<file path="config.mk">
export PLATFORM = sky130hd
export DESIGN_NAME = fir_filter_fixed_taps_unit
export DESIGN_NICKNAME = d
export VERILOG_FILES = /design/src/firft_pkg.sv /design/src/firft_ctrl.sv /design/src/firft_datapath.sv /design/src/fir_filter_fixed_taps_unit.sv
export SDC_FILE = /design/constraint.sdc
export NUM_CORES = 2
export LEC_CHECK = 0
export ABC_AREA = 1
export ABC_CLOCK_PERIOD_IN_PS = 5200
export BUFFER_PORTS_ARGS = -buffer_cell sky130_fd_sc_hd__buf_4
export CAP_MARGIN = 20
export CELL_PAD_IN_SITES_DETAIL_PLACEMENT = 1
export CELL_PAD_IN_SITES_GLOBAL_PLACEMENT = 2
export CORE_UTILIZATION = 30
export DETAILED_ROUTE_END_ITERATION = 8
export PLACE_DENSITY = 0.71
export SYNTH_ARGS = -nofsm -noshare
export SYNTH_HDL_FRONTEND = slang
export SYNTH_SLANG_ARGS = --single-unit
export TNS_END_PERCENT = 30
</file>
<file path="constraint.sdc">
create_clock -name clk -period 5.2 [get_ports clk]
set_input_delay 0.78 -clock clk [delete_from_list [all_inputs] [get_ports clk]]
set_output_delay 0.78 -clock clk [all_outputs]
set_load 0.01 [all_outputs]
</file>
<file path="src/firft_pkg.sv">
// Shared constants, coefficient table and controller/datapath interface types for the FIR unit.
package firft_pkg;

  localparam int unsigned TAP_COUNT_DEF = 198;
  localparam int unsigned COEF_COUNT    = 198;
  localparam int unsigned SAMPLE_W      = 16;
  localparam int unsigned COEF_W        = 16;
  localparam int unsigned PROD_W        = SAMPLE_W + COEF_W;
  localparam int unsigned OUT_SHIFT     = 16;
  localparam int unsigned TAP_IDX_W     = 16;

  localparam logic signed [COEF_W-1:0] COEF_ROM [COEF_COUNT] = '{
    -16'sd7, -16'sd3, -16'sd4, -16'sd5, -16'sd6, -16'sd6, -16'sd7, -16'sd7, -16'sd8, -16'sd8,
    -16'sd7, -16'sd7, -16'sd5, -16'sd4, -16'sd1, 16'sd2, 16'sd6, 16'sd10,
    16'sd16, 16'sd22, 16'sd29, 16'sd38, 16'sd47, 16'sd57, 16'sd68, 16'sd80, 16'sd93,
    16'sd106, 16'sd120, 16'sd134, 16'sd149, 16'sd163, 16'sd177,
    16'sd190, 16'sd203, 16'sd215, 16'sd225, 16'sd234, 16'sd241, 16'sd246, 16'sd249,
    16'sd249, 16'sd247, 16'sd242, 16'sd234, 16'sd222, 16'sd208,
    16'sd190, 16'sd170, 16'sd147, 16'sd121, 16'sd93, 16'sd62, 16'sd30, -16'sd4, -16'sd38,
    -16'sd73, -16'sd108, -16'sd141, -16'sd174, -16'sd204,
    -16'sd232, -16'sd256, -16'sd277, -16'sd293, -16'sd303, -16'sd309, -16'sd308, -16'sd300,
    -16'sd286, -16'sd265, -16'sd237,
    -16'sd201, -16'sd159, -16'sd109, -16'sd52, 16'sd11, 16'sd80, 16'sd155, 16'sd234,
    16'sd317, 16'sd404, 16'sd493, 16'sd584, 16'sd675,
    16'sd766, 16'sd855, 16'sd942, 16'sd1025, 16'sd1104, 16'sd1177, 16'sd1244, 16'sd1304,
    16'sd1356, 16'sd1399, 16'sd1433, 16'sd1458,
    16'sd1473, 16'sd1478, 16'sd1473, 16'sd1458, 16'sd1433, 16'sd1399, 16'sd1356, 16'sd1304,
    16'sd1244, 16'sd1177, 16'sd1104,
    16'sd1025, 16'sd942, 16'sd855, 16'sd766, 16'sd675, 16'sd584, 16'sd493, 16'sd404,
    16'sd317, 16'sd234, 16'sd155, 16'sd80, 16'sd11, -16'sd52,
    -16'sd109, -16'sd159, -16'sd201, -16'sd237, -16'sd265, -16'sd286, -16'sd300, -16'sd308,
    -16'sd309, -16'sd303, -16'sd293,
    -16'sd277, -16'sd256, -16'sd232, -16'sd204, -16'sd174, -16'sd141, -16'sd108, -16'sd73,
    -16'sd38, -16'sd4, 16'sd30, 16'sd62, 16'sd93,
    16'sd121, 16'sd147, 16'sd170, 16'sd190, 16'sd208, 16'sd222, 16'sd234, 16'sd242,
    16'sd247, 16'sd249, 16'sd249, 16'sd246, 16'sd241, 16'sd234,
    16'sd225, 16'sd215, 16'sd203, 16'sd190, 16'sd177, 16'sd163, 16'sd149, 16'sd134,
    16'sd120, 16'sd106, 16'sd93, 16'sd80, 16'sd68, 16'sd57, 16'sd47,
    16'sd38, 16'sd29, 16'sd22, 16'sd16, 16'sd10, 16'sd6, 16'sd2, -16'sd1, -16'sd4, -16'sd5,
    -16'sd7, -16'sd7, -16'sd8, -16'sd8, -16'sd7, -16'sd7, -16'sd6, -16'sd6,
    -16'sd5, -16'sd4, -16'sd3, -16'sd7, -16'sd7
  };

  // Taps past the end of the stored table have a zero coefficient.
  function automatic logic signed [COEF_W-1:0] coef_at(input logic [TAP_IDX_W-1:0] k);
    logic signed [COEF_W-1:0] c;
    c = '0;
    if (k < TAP_IDX_W'(COEF_COUNT)) begin
      c = COEF_ROM[k[7:0]];
    end
    return c;
  endfunction

  typedef struct packed {
    logic load;   // write the new sample and start a new sum
    logic step;   // issue one tap into the multiply-accumulate pipeline
    logic emit;   // move the finished sum into the output register
  } cmd_t;

  typedef struct packed {
    logic last_tap;   // the tap being issued now is the final one
    logic pipe_busy;  // taps are still in flight toward the accumulator
  } status_t;

endpackage

</file>
<file path="src/firft_ctrl.sv">
// Sequencing state machine and handshake control for the FIR unit.
module firft_ctrl (
  input  logic              clk,
  input  logic              rst,
  input  logic              in_valid,
  output logic              in_stall,
  output logic              out_valid,
  input  logic              out_stall,
  input  firft_pkg::status_t st,
  output firft_pkg::cmd_t    cmd
);

  typedef enum logic [3:0] {
    S_IDLE  = 4'b0001,
    S_MAC   = 4'b0010,
    S_FLUSH = 4'b0100,
    S_EMIT  = 4'b1000
  } state_t;

  state_t state;
  state_t state_next;
  logic   out_valid_next;

  assign in_stall = (state != S_IDLE);

  always_comb begin
    state_next = state;
    cmd        = '0;
    unique case (state)
      S_IDLE: begin
        if (in_valid) begin
          cmd.load   = 1'b1;
          state_next = S_MAC;
        end
      end
      S_MAC: begin
        cmd.step = 1'b1;
        if (st.last_tap) begin
          state_next = S_FLUSH;
        end
      end
      S_FLUSH: begin
        if (!st.pipe_busy) begin
          state_next = S_EMIT;
        end
      end
      S_EMIT: begin
        if (!out_valid || !out_stall) begin
          cmd.emit   = 1'b1;
          state_next = S_IDLE;
        end
      end
      default: begin
        state_next = S_IDLE;
      end
    endcase
  end

  always_comb begin
    out_valid_next = out_valid;
    if (cmd.emit) begin
      out_valid_next = 1'b1;
    end else if (!out_stall) begin
      out_valid_next = 1'b0;
    end
  end

  always_ff @(posedge clk) begin
    if (rst) begin
      state     <= S_IDLE;
      out_valid <= 1'b0;
    end else begin
      state     <= state_next;
      out_valid <= out_valid_next;
    end
  end

endmodule

</file>
<file path="src/firft_datapath.sv">
// Sample history memory, tap addressing, shared multiplier, accumulator and output register.
module firft_datapath #(
  parameter int unsigned TAP_COUNT = firft_pkg::TAP_COUNT_DEF
) (
  input  logic                                       clk,
  input  logic                                       rst,
  input  logic signed [firft_pkg::SAMPLE_W-1:0]      sample_in,
  input  firft_pkg::cmd_t                            cmd,
  output firft_pkg::status_t                         st,
  output logic signed [firft_pkg::SAMPLE_W-1:0]      sample_out,
  output logic                                       overflow
);

  localparam int unsigned AW    = (TAP_COUNT > 1) ? $clog2(TAP_COUNT) : 1;
  localparam int unsigned CW    = $clog2(TAP_COUNT + 1);
  localparam int unsigned ACC_W = firft_pkg::PROD_W + $clog2(TAP_COUNT) + 1;
  localparam int unsigned SW    = firft_pkg::SAMPLE_W;
  localparam int unsigned SH    = firft_pkg::OUT_SHIFT;

  logic signed [SW-1:0] mem [TAP_COUNT];

  logic [AW-1:0] wr_pos;
  logic [CW-1:0] fill;
  logic [AW-1:0] rd_ptr;
  logic [AW-1:0] k;

  logic                                   v1;
  logic                                   v2;
  logic signed [SW-1:0]                   rd_data;
  logic                                   rd_ok;
  logic signed [firft_pkg::COEF_W-1:0]    coef_q;
  logic signed [firft_pkg::PROD_W-1:0]    prod;
  logic signed [ACC_W-1:0]                acc;
  logic signed [SW-1:0]                   sample_eff;
  logic [ACC_W-1-(SH+SW-1):0]             acc_top;

  assign st.last_tap  = (k == AW'(TAP_COUNT - 1));
  assign st.pipe_busy = v1 | v2;

  // Entries are written in address order from reset, so anything at or above the
  // fill count has not been written yet and is read as zero.
  assign sample_eff = rd_ok ? rd_data : '0;
  assign acc_top    = acc[ACC_W-1:SH+SW-1];

  always_ff @(posedge clk) begin
    if (cmd.load) begin
      mem[wr_pos] <= sample_in;
    end
    if (cmd.step) begin
      rd_data <= mem[rd_ptr];
    end
  end

  always_ff @(posedge clk) begin
    if (rst) begin
      wr_pos <= '0;
      fill   <= '0;
      v1     <= 1'b0;
      v2     <= 1'b0;
    end else begin
      if (cmd.load) begin
        wr_pos <= (wr_pos == AW'(TAP_COUNT - 1)) ? '0 : wr_pos + 1'b1;
        if (fill != CW'(TAP_COUNT)) begin
          fill <= fill + 1'b1;
        end
      end
      v1 <= cmd.step;
      v2 <= v1;
    end
  end

  always_ff @(posedge clk) begin
    if (cmd.load) begin
      rd_ptr <= wr_pos;
      k      <= '0;
      acc    <= '0;
    end else begin
      if (cmd.step) begin
        rd_ptr <= (rd_ptr == '0) ? AW'(TAP_COUNT - 1) : rd_ptr - 1'b1;
        k      <= k + 1'b1;
        rd_ok  <= (CW'(rd_ptr) < fill);
        coef_q <= firft_pkg::coef_at(firft_pkg::TAP_IDX_W'(k));
      end
      if (v2) begin
        acc <= acc + ACC_W'(prod);
      end
    end
    if (v1) begin
      prod <= sample_eff * coef_q;
    end
    if (cmd.emit) begin
      sample_out <= acc[SH+SW-1:SH];
      overflow   <= (acc_top != '0) && (acc_top != '1);
    end
  end

endmodule

</file>
<file path="src/fir_filter_fixed_taps_unit.sv">
// Top level of the fixed-coefficient direct-form FIR filter unit.
//
// Direct-form FIR filter over signed 16-bit samples with TAP_COUNT fixed 16-bit
// coefficients held in a constant table. Each accepted sample is written into a
// circular history memory. The unit then forms the exact sum of coefficient[k]
// times the sample k steps back, with coefficient 0 taking the newest sample.
// The sum is shifted right arithmetically by 16. sample_out carries the low 16
// bits of that value, and overflow is set when the value did not fit in 16 bits.
// Exactly one result transfer follows each input transfer. The history memory has a
// single read port feeding one shared 16 x 16 multiplier, so one tap is processed
// per cycle. The read, multiply and accumulate stages are then drained and the
// output register is loaded. The input is stalled from each input transfer until
// its result has been loaded into the output register. The stall lasts longer
// when that result has to wait for the previous one to leave. The output register
// lets a finished result wait while the next sample is taken and filtered. After
// reset the history reads as all zeros. A fill count marks the entries not yet
// written, so no clearing pass is needed and the unit is ready at once.
module fir_filter_fixed_taps_unit #(
  parameter int unsigned TAP_COUNT = firft_pkg::TAP_COUNT_DEF
) (
  input  logic                                  clk,
  input  logic                                  rst,
  input  logic signed [firft_pkg::SAMPLE_W-1:0] sample_in,
  input  logic                                  in_valid,
  output logic                                  in_stall,
  output logic signed [firft_pkg::SAMPLE_W-1:0] sample_out,
  output logic                                  overflow,
  output logic                                  out_valid,
  input  logic                                  out_stall
);

  // Command and status between the sequencer and the arithmetic.
  firft_pkg::cmd_t    cmd;
  firft_pkg::status_t st;

  // The controller owns both handshakes and walks each sample through
  // load, tap issue, pipeline drain and result hand-off.
  firft_ctrl u_ctrl (
    .clk       (clk),
    .rst       (rst),
    .in_valid  (in_valid),
    .in_stall  (in_stall),
    .out_valid (out_valid),
    .out_stall (out_stall),
    .st        (st),
    .cmd       (cmd)
  );

  // The datapath holds the sample history, the shared multiplier, the
  // accumulator and the output register.
  firft_datapath #(
    .TAP_COUNT (TAP_COUNT)
  ) u_datapath (
    .clk        (clk),
    .rst        (rst),
    .sample_in  (sample_in),
    .cmd        (cmd),
    .st         (st),
    .sample_out (sample_out),
    .overflow   (overflow)
  );

endmodule

</file>
# Yosys cells after proc, flatten, opt, wreduce, memory -nomap -nowiden
# Memory sizes are Yosys's and may differ from the RTL's. A register that Yosys moved wholly into a read port is not among the register bits.
# Cells that the tools add are included.
# classes
addsub	5
n_mul	1
div_mod_pow	0
shift	0
eq_ne	14
n_lt_le_gt_ge	2
reduce_logical	11
bitwise	3
n_mux	19
# ops
operator	n
41-bit by 32-bit adder with 41-bit output	1
16-bit by 16-bit multiplier with 32-bit output	1
8-bit two-way mux	4
8-bit by 1-bit adder with 8-bit output, second input constant	3
8-bit equality test, second input constant	2
16-bit two-way mux	1
4-bit two-way mux	4
4-bit one-hot mux with 4 select lines	1
10-bit inequality test, second input constant	1
10-bit nonzero test	1
1-bit two-way mux	9
8-bit NOT with 9-bit output	1
8-bit logical NOT	1
8-bit less-than comparator	1
8-bit less-than comparator, second input constant	1
8-bit inequality test, second input constant	1
8-bit by 1-bit subtractor with 8-bit output, second input constant	1
2-bit inequality test, second input constant	3
4-bit by 1-bit equality test with 1-bit output, second input constant	1
4-bit by 2-bit equality test with 1-bit output, second input constant	1
4-bit by 3-bit equality test with 1-bit output, second input constant	1
4-bit equality test, second input constant	1
2-bit by 1-bit inequality test with 1-bit output, second input constant	2
4-bit by 1-bit inequality test with 1-bit output, second input constant	1
other kinds (8)	11
# word_totals
rom_bits	4096
latch_bits	0
wordCells	70
reg_bits	130
ramBits	3168
memories	2
out_inout_bits	19
# mem_list
memory	words	word_bits	read_ports	rd_ports_with_merged_regs	wr	line	source
(no name shown)	256	16	1	1	0	firft_pkg.sv:49	c = COEF_ROM[k[7:0]];
u_datapath.mem	198	16	1	1	1	firft_datapath.sv:20	logic signed [SW-1:0] mem [TAP_COUNT];

# Depth between registers and ports, before layout
# depth
ltp_word	5
depth_mapped	29
depth_no_buf	28

# Modules after synthesis
# Synthesis repeated with hierarchy kept, for this count alone.
# hier_totals
cells_unflattened	13322
area_unflattened_um2	148677.6
# modules_own_cells
mod	cells_each	seq_area_each_um2	n_inst	area_per_inst_um2
firft_datapath	13273	99055.0	1	148384.8
firft_ctrl	49	100.1	1	292.8

# Least setup slack after synthesis
# Ideal clock, no wire load.
# synth_timing
path_type	register -> register
startpoint	reg u_datapath.rd_ok
endpoint	reg u_datapath.prod[26] (netlist bit), data pin
period_less_slack_ns	5.731
path_stages_with_launch	23
slack_ns	-0.531
arrival_time_ns	5.472
n_path_buf	2
setup_time_ns	0.259
cell_sequence	edfxtp_1 -> buf_2 -> clkbuf_1 -> nand2_1 -> nor2_1 -> inv_1 -> fa_1 -> inv_1 -> fa_1 -> fa_1 -> fa_1 -> fa_1 -> inv_1 -> fa_1 -> inv_1 -> ha_1 -> nand2_1 -> nor4_1 -> nand4_1 -> nand3_1 -> nand2_1 -> nand2_1 -> xor2_1
# synth_between
elab_chain_cells	2
# synth_rtl
item	line	source
start, declared	firft_datapath.sv:30	logic rd_ok;
start signal, assigned	firft_datapath.sv:81	rd_ok <= (CW'(rd_ptr) < fill);
16-bit two-way mux	firft_datapath.sv:42	assign sample_eff = rd_ok ? rd_data : '0;
16-bit by 16-bit multiplier with 32-bit output	firft_datapath.sv:89	prod <= sample_eff * coef_q;
end signal, assigned	firft_datapath.sv:89	
end, declared	firft_datapath.sv:32	logic signed [firft_pkg::PROD_W-1:0] prod;
# No other way between the ends.
# A chain may end at the register's enable or synchronous reset.

# Final worst setup path
# layout_timing
startpoint	reg u_datapath.rd_ok
endpoint	reg u_datapath.prod[29] (netlist bit), data pin
# Same word-level chain as after synthesis.

==> impl_metrics.tcl <==
set metrics [dict create \
    status "complete, but fails checks" \
    violations "setup timing" \
    syn-num-nets 13810 \
    path_max_fanout 8 \
    critPathSlowestCell "fa_2" \
    setup_ws_ps -528.8 \
    async_flop_share_pct 0 \
    wl_per_cell_um 24.95 \
    cts-buffers-inserted 379 \
    fillerInstances 53730 \
    die_area_um2 498200 \
    clkTransAtPathRegs_ps 60 \
    synth-seq-cells 3326 \
    p_sw_uw 31470 \
    hold_viol 0 \
    internal_power_uw 55380 \
    fin_nets 14210 \
    yosysTopAreaCellShare_pct 65.75 \
    die_x_um 705.8 \
    synthTopCellsByCount "edfxtp_1 (3254), nor2_1 (2820), nand2_1 (2007)" \
    worstPathCellList "buf_12, nand2_8, nor2_4, fa_2, fa_2, buf_6, fa_1, inv_1, fa_1, inv_1, fa_1, fa_1, ha_1, nand2_1, nor2_1, nand2_1, inv_1, o21ai_0, nand3_1, xor2_1" \
    dp_slack_ps -755.8 \
    netlist_instances 13380 \
    maxCapViolations 0 \
    routed_wl_um 513600 \
    die_h_um 705.8 \
    cts-root-buf "clkbuf_16" \
    seq_power_share_pct 34.7 \
    drc_errors 0 \
    path_common_cell "fa_1" \
    htreeDepth 5 \
    fmax_mhz 174.6 \
    yosysSeqAreaShare_pct 66.72 \
    use_met2_pct 33.37 \
    setup_violations 21 \
    num_rows 258 \
    ir_drop_mv 0.6340 \
    rsz0062_at_grt "yes" \
    cp-start-kind "flop" \
    synthesis.area_um2 148600 \
    use_met3_pct 2.131 \
    viasPerCell 5.059 \
    tightest_slew_ps 1148 \
    cp-end-kind "flop" \
    finClkSkew_ps 61.95 \
    gp_congestion 0.8535 \
    grt_start_max_net_pins 140 \
    cp.required_ps 5920 \
    syn_avg_cell_area_um2 11.11 \
    worstRegToRegCells 20 \
    min_period_ps 5729 \
    worst_ep_arrival_time_ps 6450 \
    start_util_pct 30.11 \
    yosysTopAreaCell "edfxtp_1" \
    clk_latency_ps 990 \
    multi_input_area_um2 43740 \
    vias 104100 \
    synth_most_common_cell "edfxtp_1" \
    hp-class "in2reg" \
    synth_area_leaders "edfxtp_1 (66%), nor2_1 (7.1%), nand2_1 (5.1%), o21ai_0 (4.9%), fa_1 (3.4%)" \
    top_usage_layer "met2" \
    final_util_pct 35.08 \
    final_antenna_net_count 0 \
    power_density_nw_per_um2 501.6 \
    hpwlAfterDp_um 316400 \
    gr-usage-all-layers_pct 20.04 \
    regArea_um2 99160 \
    max_slew_margin_pct 23.19 \
    grt-ovfl-total 0 \
    grt_pass1_vias 106600 \
    cts_tree "yes" \
    clock-sinks 3326 \
    hold_depth 3 \
    power_frac_clock_pct 30.0 \
    path_class "reg2reg" \
    core_um2 493600 \
    synth_ff_type "edfxtp_1" \
    syn_to_final_growth_pct 16.51 \
    drv_slew 0 \
    antenna_found_initial 24 \
    max_stage_delay_ps 690 \
    clockBufferDepth 4 \
    grt_pass1_wl_um 747700 \
    drive_above_1_share_pct 10.76 \
    drtIter0Drc 8778 \
    firstDrtPassIters 6 \
    io_buffers 38 \
    switching_share_pct 36.23 \
    total_leakage_power_uw 0.06225 \
    synth_edf_count 3254 \
    fin_crit_sh_pct 110.2 \
    yosysWarnings 0 \
    io_pins 39 \
    grt_util_met1_pct 27.54 \
    synthDistinctLibCells 52 \
    power_frac_comb_pct 35.3 \
]
registers in the layout (all words and copies together) (netlist names), 12 cells and up:
signal                 count
u_datapath.acc            41
u_datapath.coef_q         12
u_datapath.mem          3168
u_datapath.prod           32
u_datapath.rd_data        16
u_datapath.sample_out     16
final timing paths:
kind                 startpoint                        end  slack (ps)
min                   out_stall           u_ctrl.out_valid         110
max reg2reg    u_datapath.rd_ok        u_datapath.prod[29]        -530
min reg2reg  u_datapath.acc[27]  u_datapath.sample_out[11]         470
max            u_datapath.rd_ok        u_datapath.prod[29]        -530
worst max-delay path, delay by kind of cell (launching register included):
kind | cells | cell delay (ps)
AO/OA/AOI/OAI | 1 | 110
XOR/XNOR | 1 | 90
flip-flops | 1 | 490
adder cells (fa/ha/maj) | 7 | 3500
buffers and inverters | 5 | 570
AND/OR/NAND/NOR | 6 | 700
power by group through the flow:
stage | combinational [µW] | sequential, µW | clock (µW)
2_1_floorplan | 16400 | 30600 | 0
3_3_place_gp | 29100 | 30700 | 0
3_5_place_dp | 29400 | 30700 | 0
4_1_cts | 30300 | 30100 | 26500
5_1_grt | 33600 | 30100 | 27400
6_report | 30700 | 30100 | 26000
per-layer routing:
metal / routed length (µm) / part of all wire [%]
met1: 228900 / 45
met2: 243100 / 47
met3: 24930 / 4.9
met4: 16600 / 3.2
met5: 50 / 0.0097
per-stage QoR:
step           area [µm²]  instances  total power [µW]  TNS, ps  hold slack, ps
2_1_floorplan      149100      13380             47040   -854.4           431.4
3_3_place_gp       160700      19880             59810   -11260           452.7
3_5_place_dp       160700      19880             60080   -13100           452.5
4_1_cts            172900      20570             86970    -9049           19.89
5_1_grt            173100      20580             91160   -12860           86.95
6_report           173100      20580             86840    -7893           108.9
placed cells by master, fill, tap and decap left out, drive strengths merged, types with 15 or more instances in the layout:
master,n
clkbuf,474
o22ai,97
buf,762
nor2,2824
nand2,2007
dfxtp,72
a21oi,311
nand4,32
nand3,744
edfxtp,3254
inv,816
o21ai,1578
bufinv,22
o211ai,256
fa,254
xnor2,15
nor3,25
xor2,40
or2,27
clkinv,174
a31oi,16
ha,158
o21bai,28
final cells by class:
cell class | count | area share (%)
Inverter | 812 | 1.802
Sequential cell | 3326 | 57.27
Antenna cell | 8 | 0.01156
Clock inverter | 212 | 1.094
Timing Repair Buffer | 767 | 4.115
Multi-Input combinational cell | 8487 | 25.26
Clock buffer | 470 | 5.754
Tap cell | 6500 | 4.697
kinds of logic (layout without fill, tap and decap cells):
group                      after synthesis  in the layout  synth area share [%]
AOI/OAI and AO/OA                     2347           2347                 8.605
buffers and inverters                 1566           2261                 4.485
other                                    0              8                     0
and+or+nand+nor                       5672           5672                 15.11
DFF                                   3326           3326                 66.72
muxes                                    1              1              0.006736
xor gates and xnor gates                55             55                0.3241
adders and majority gates              412            412                 4.752
timing repair:
action	CTS	global route
gates cloned	1	0
pin swaps	27	23
buffers inserted	5	4
hold endpoints to repair	1	0
hold buffers	1	0
setup endpoints to repair	24	23
resized for setup	74	85
(Power assumes the default switching activity.)
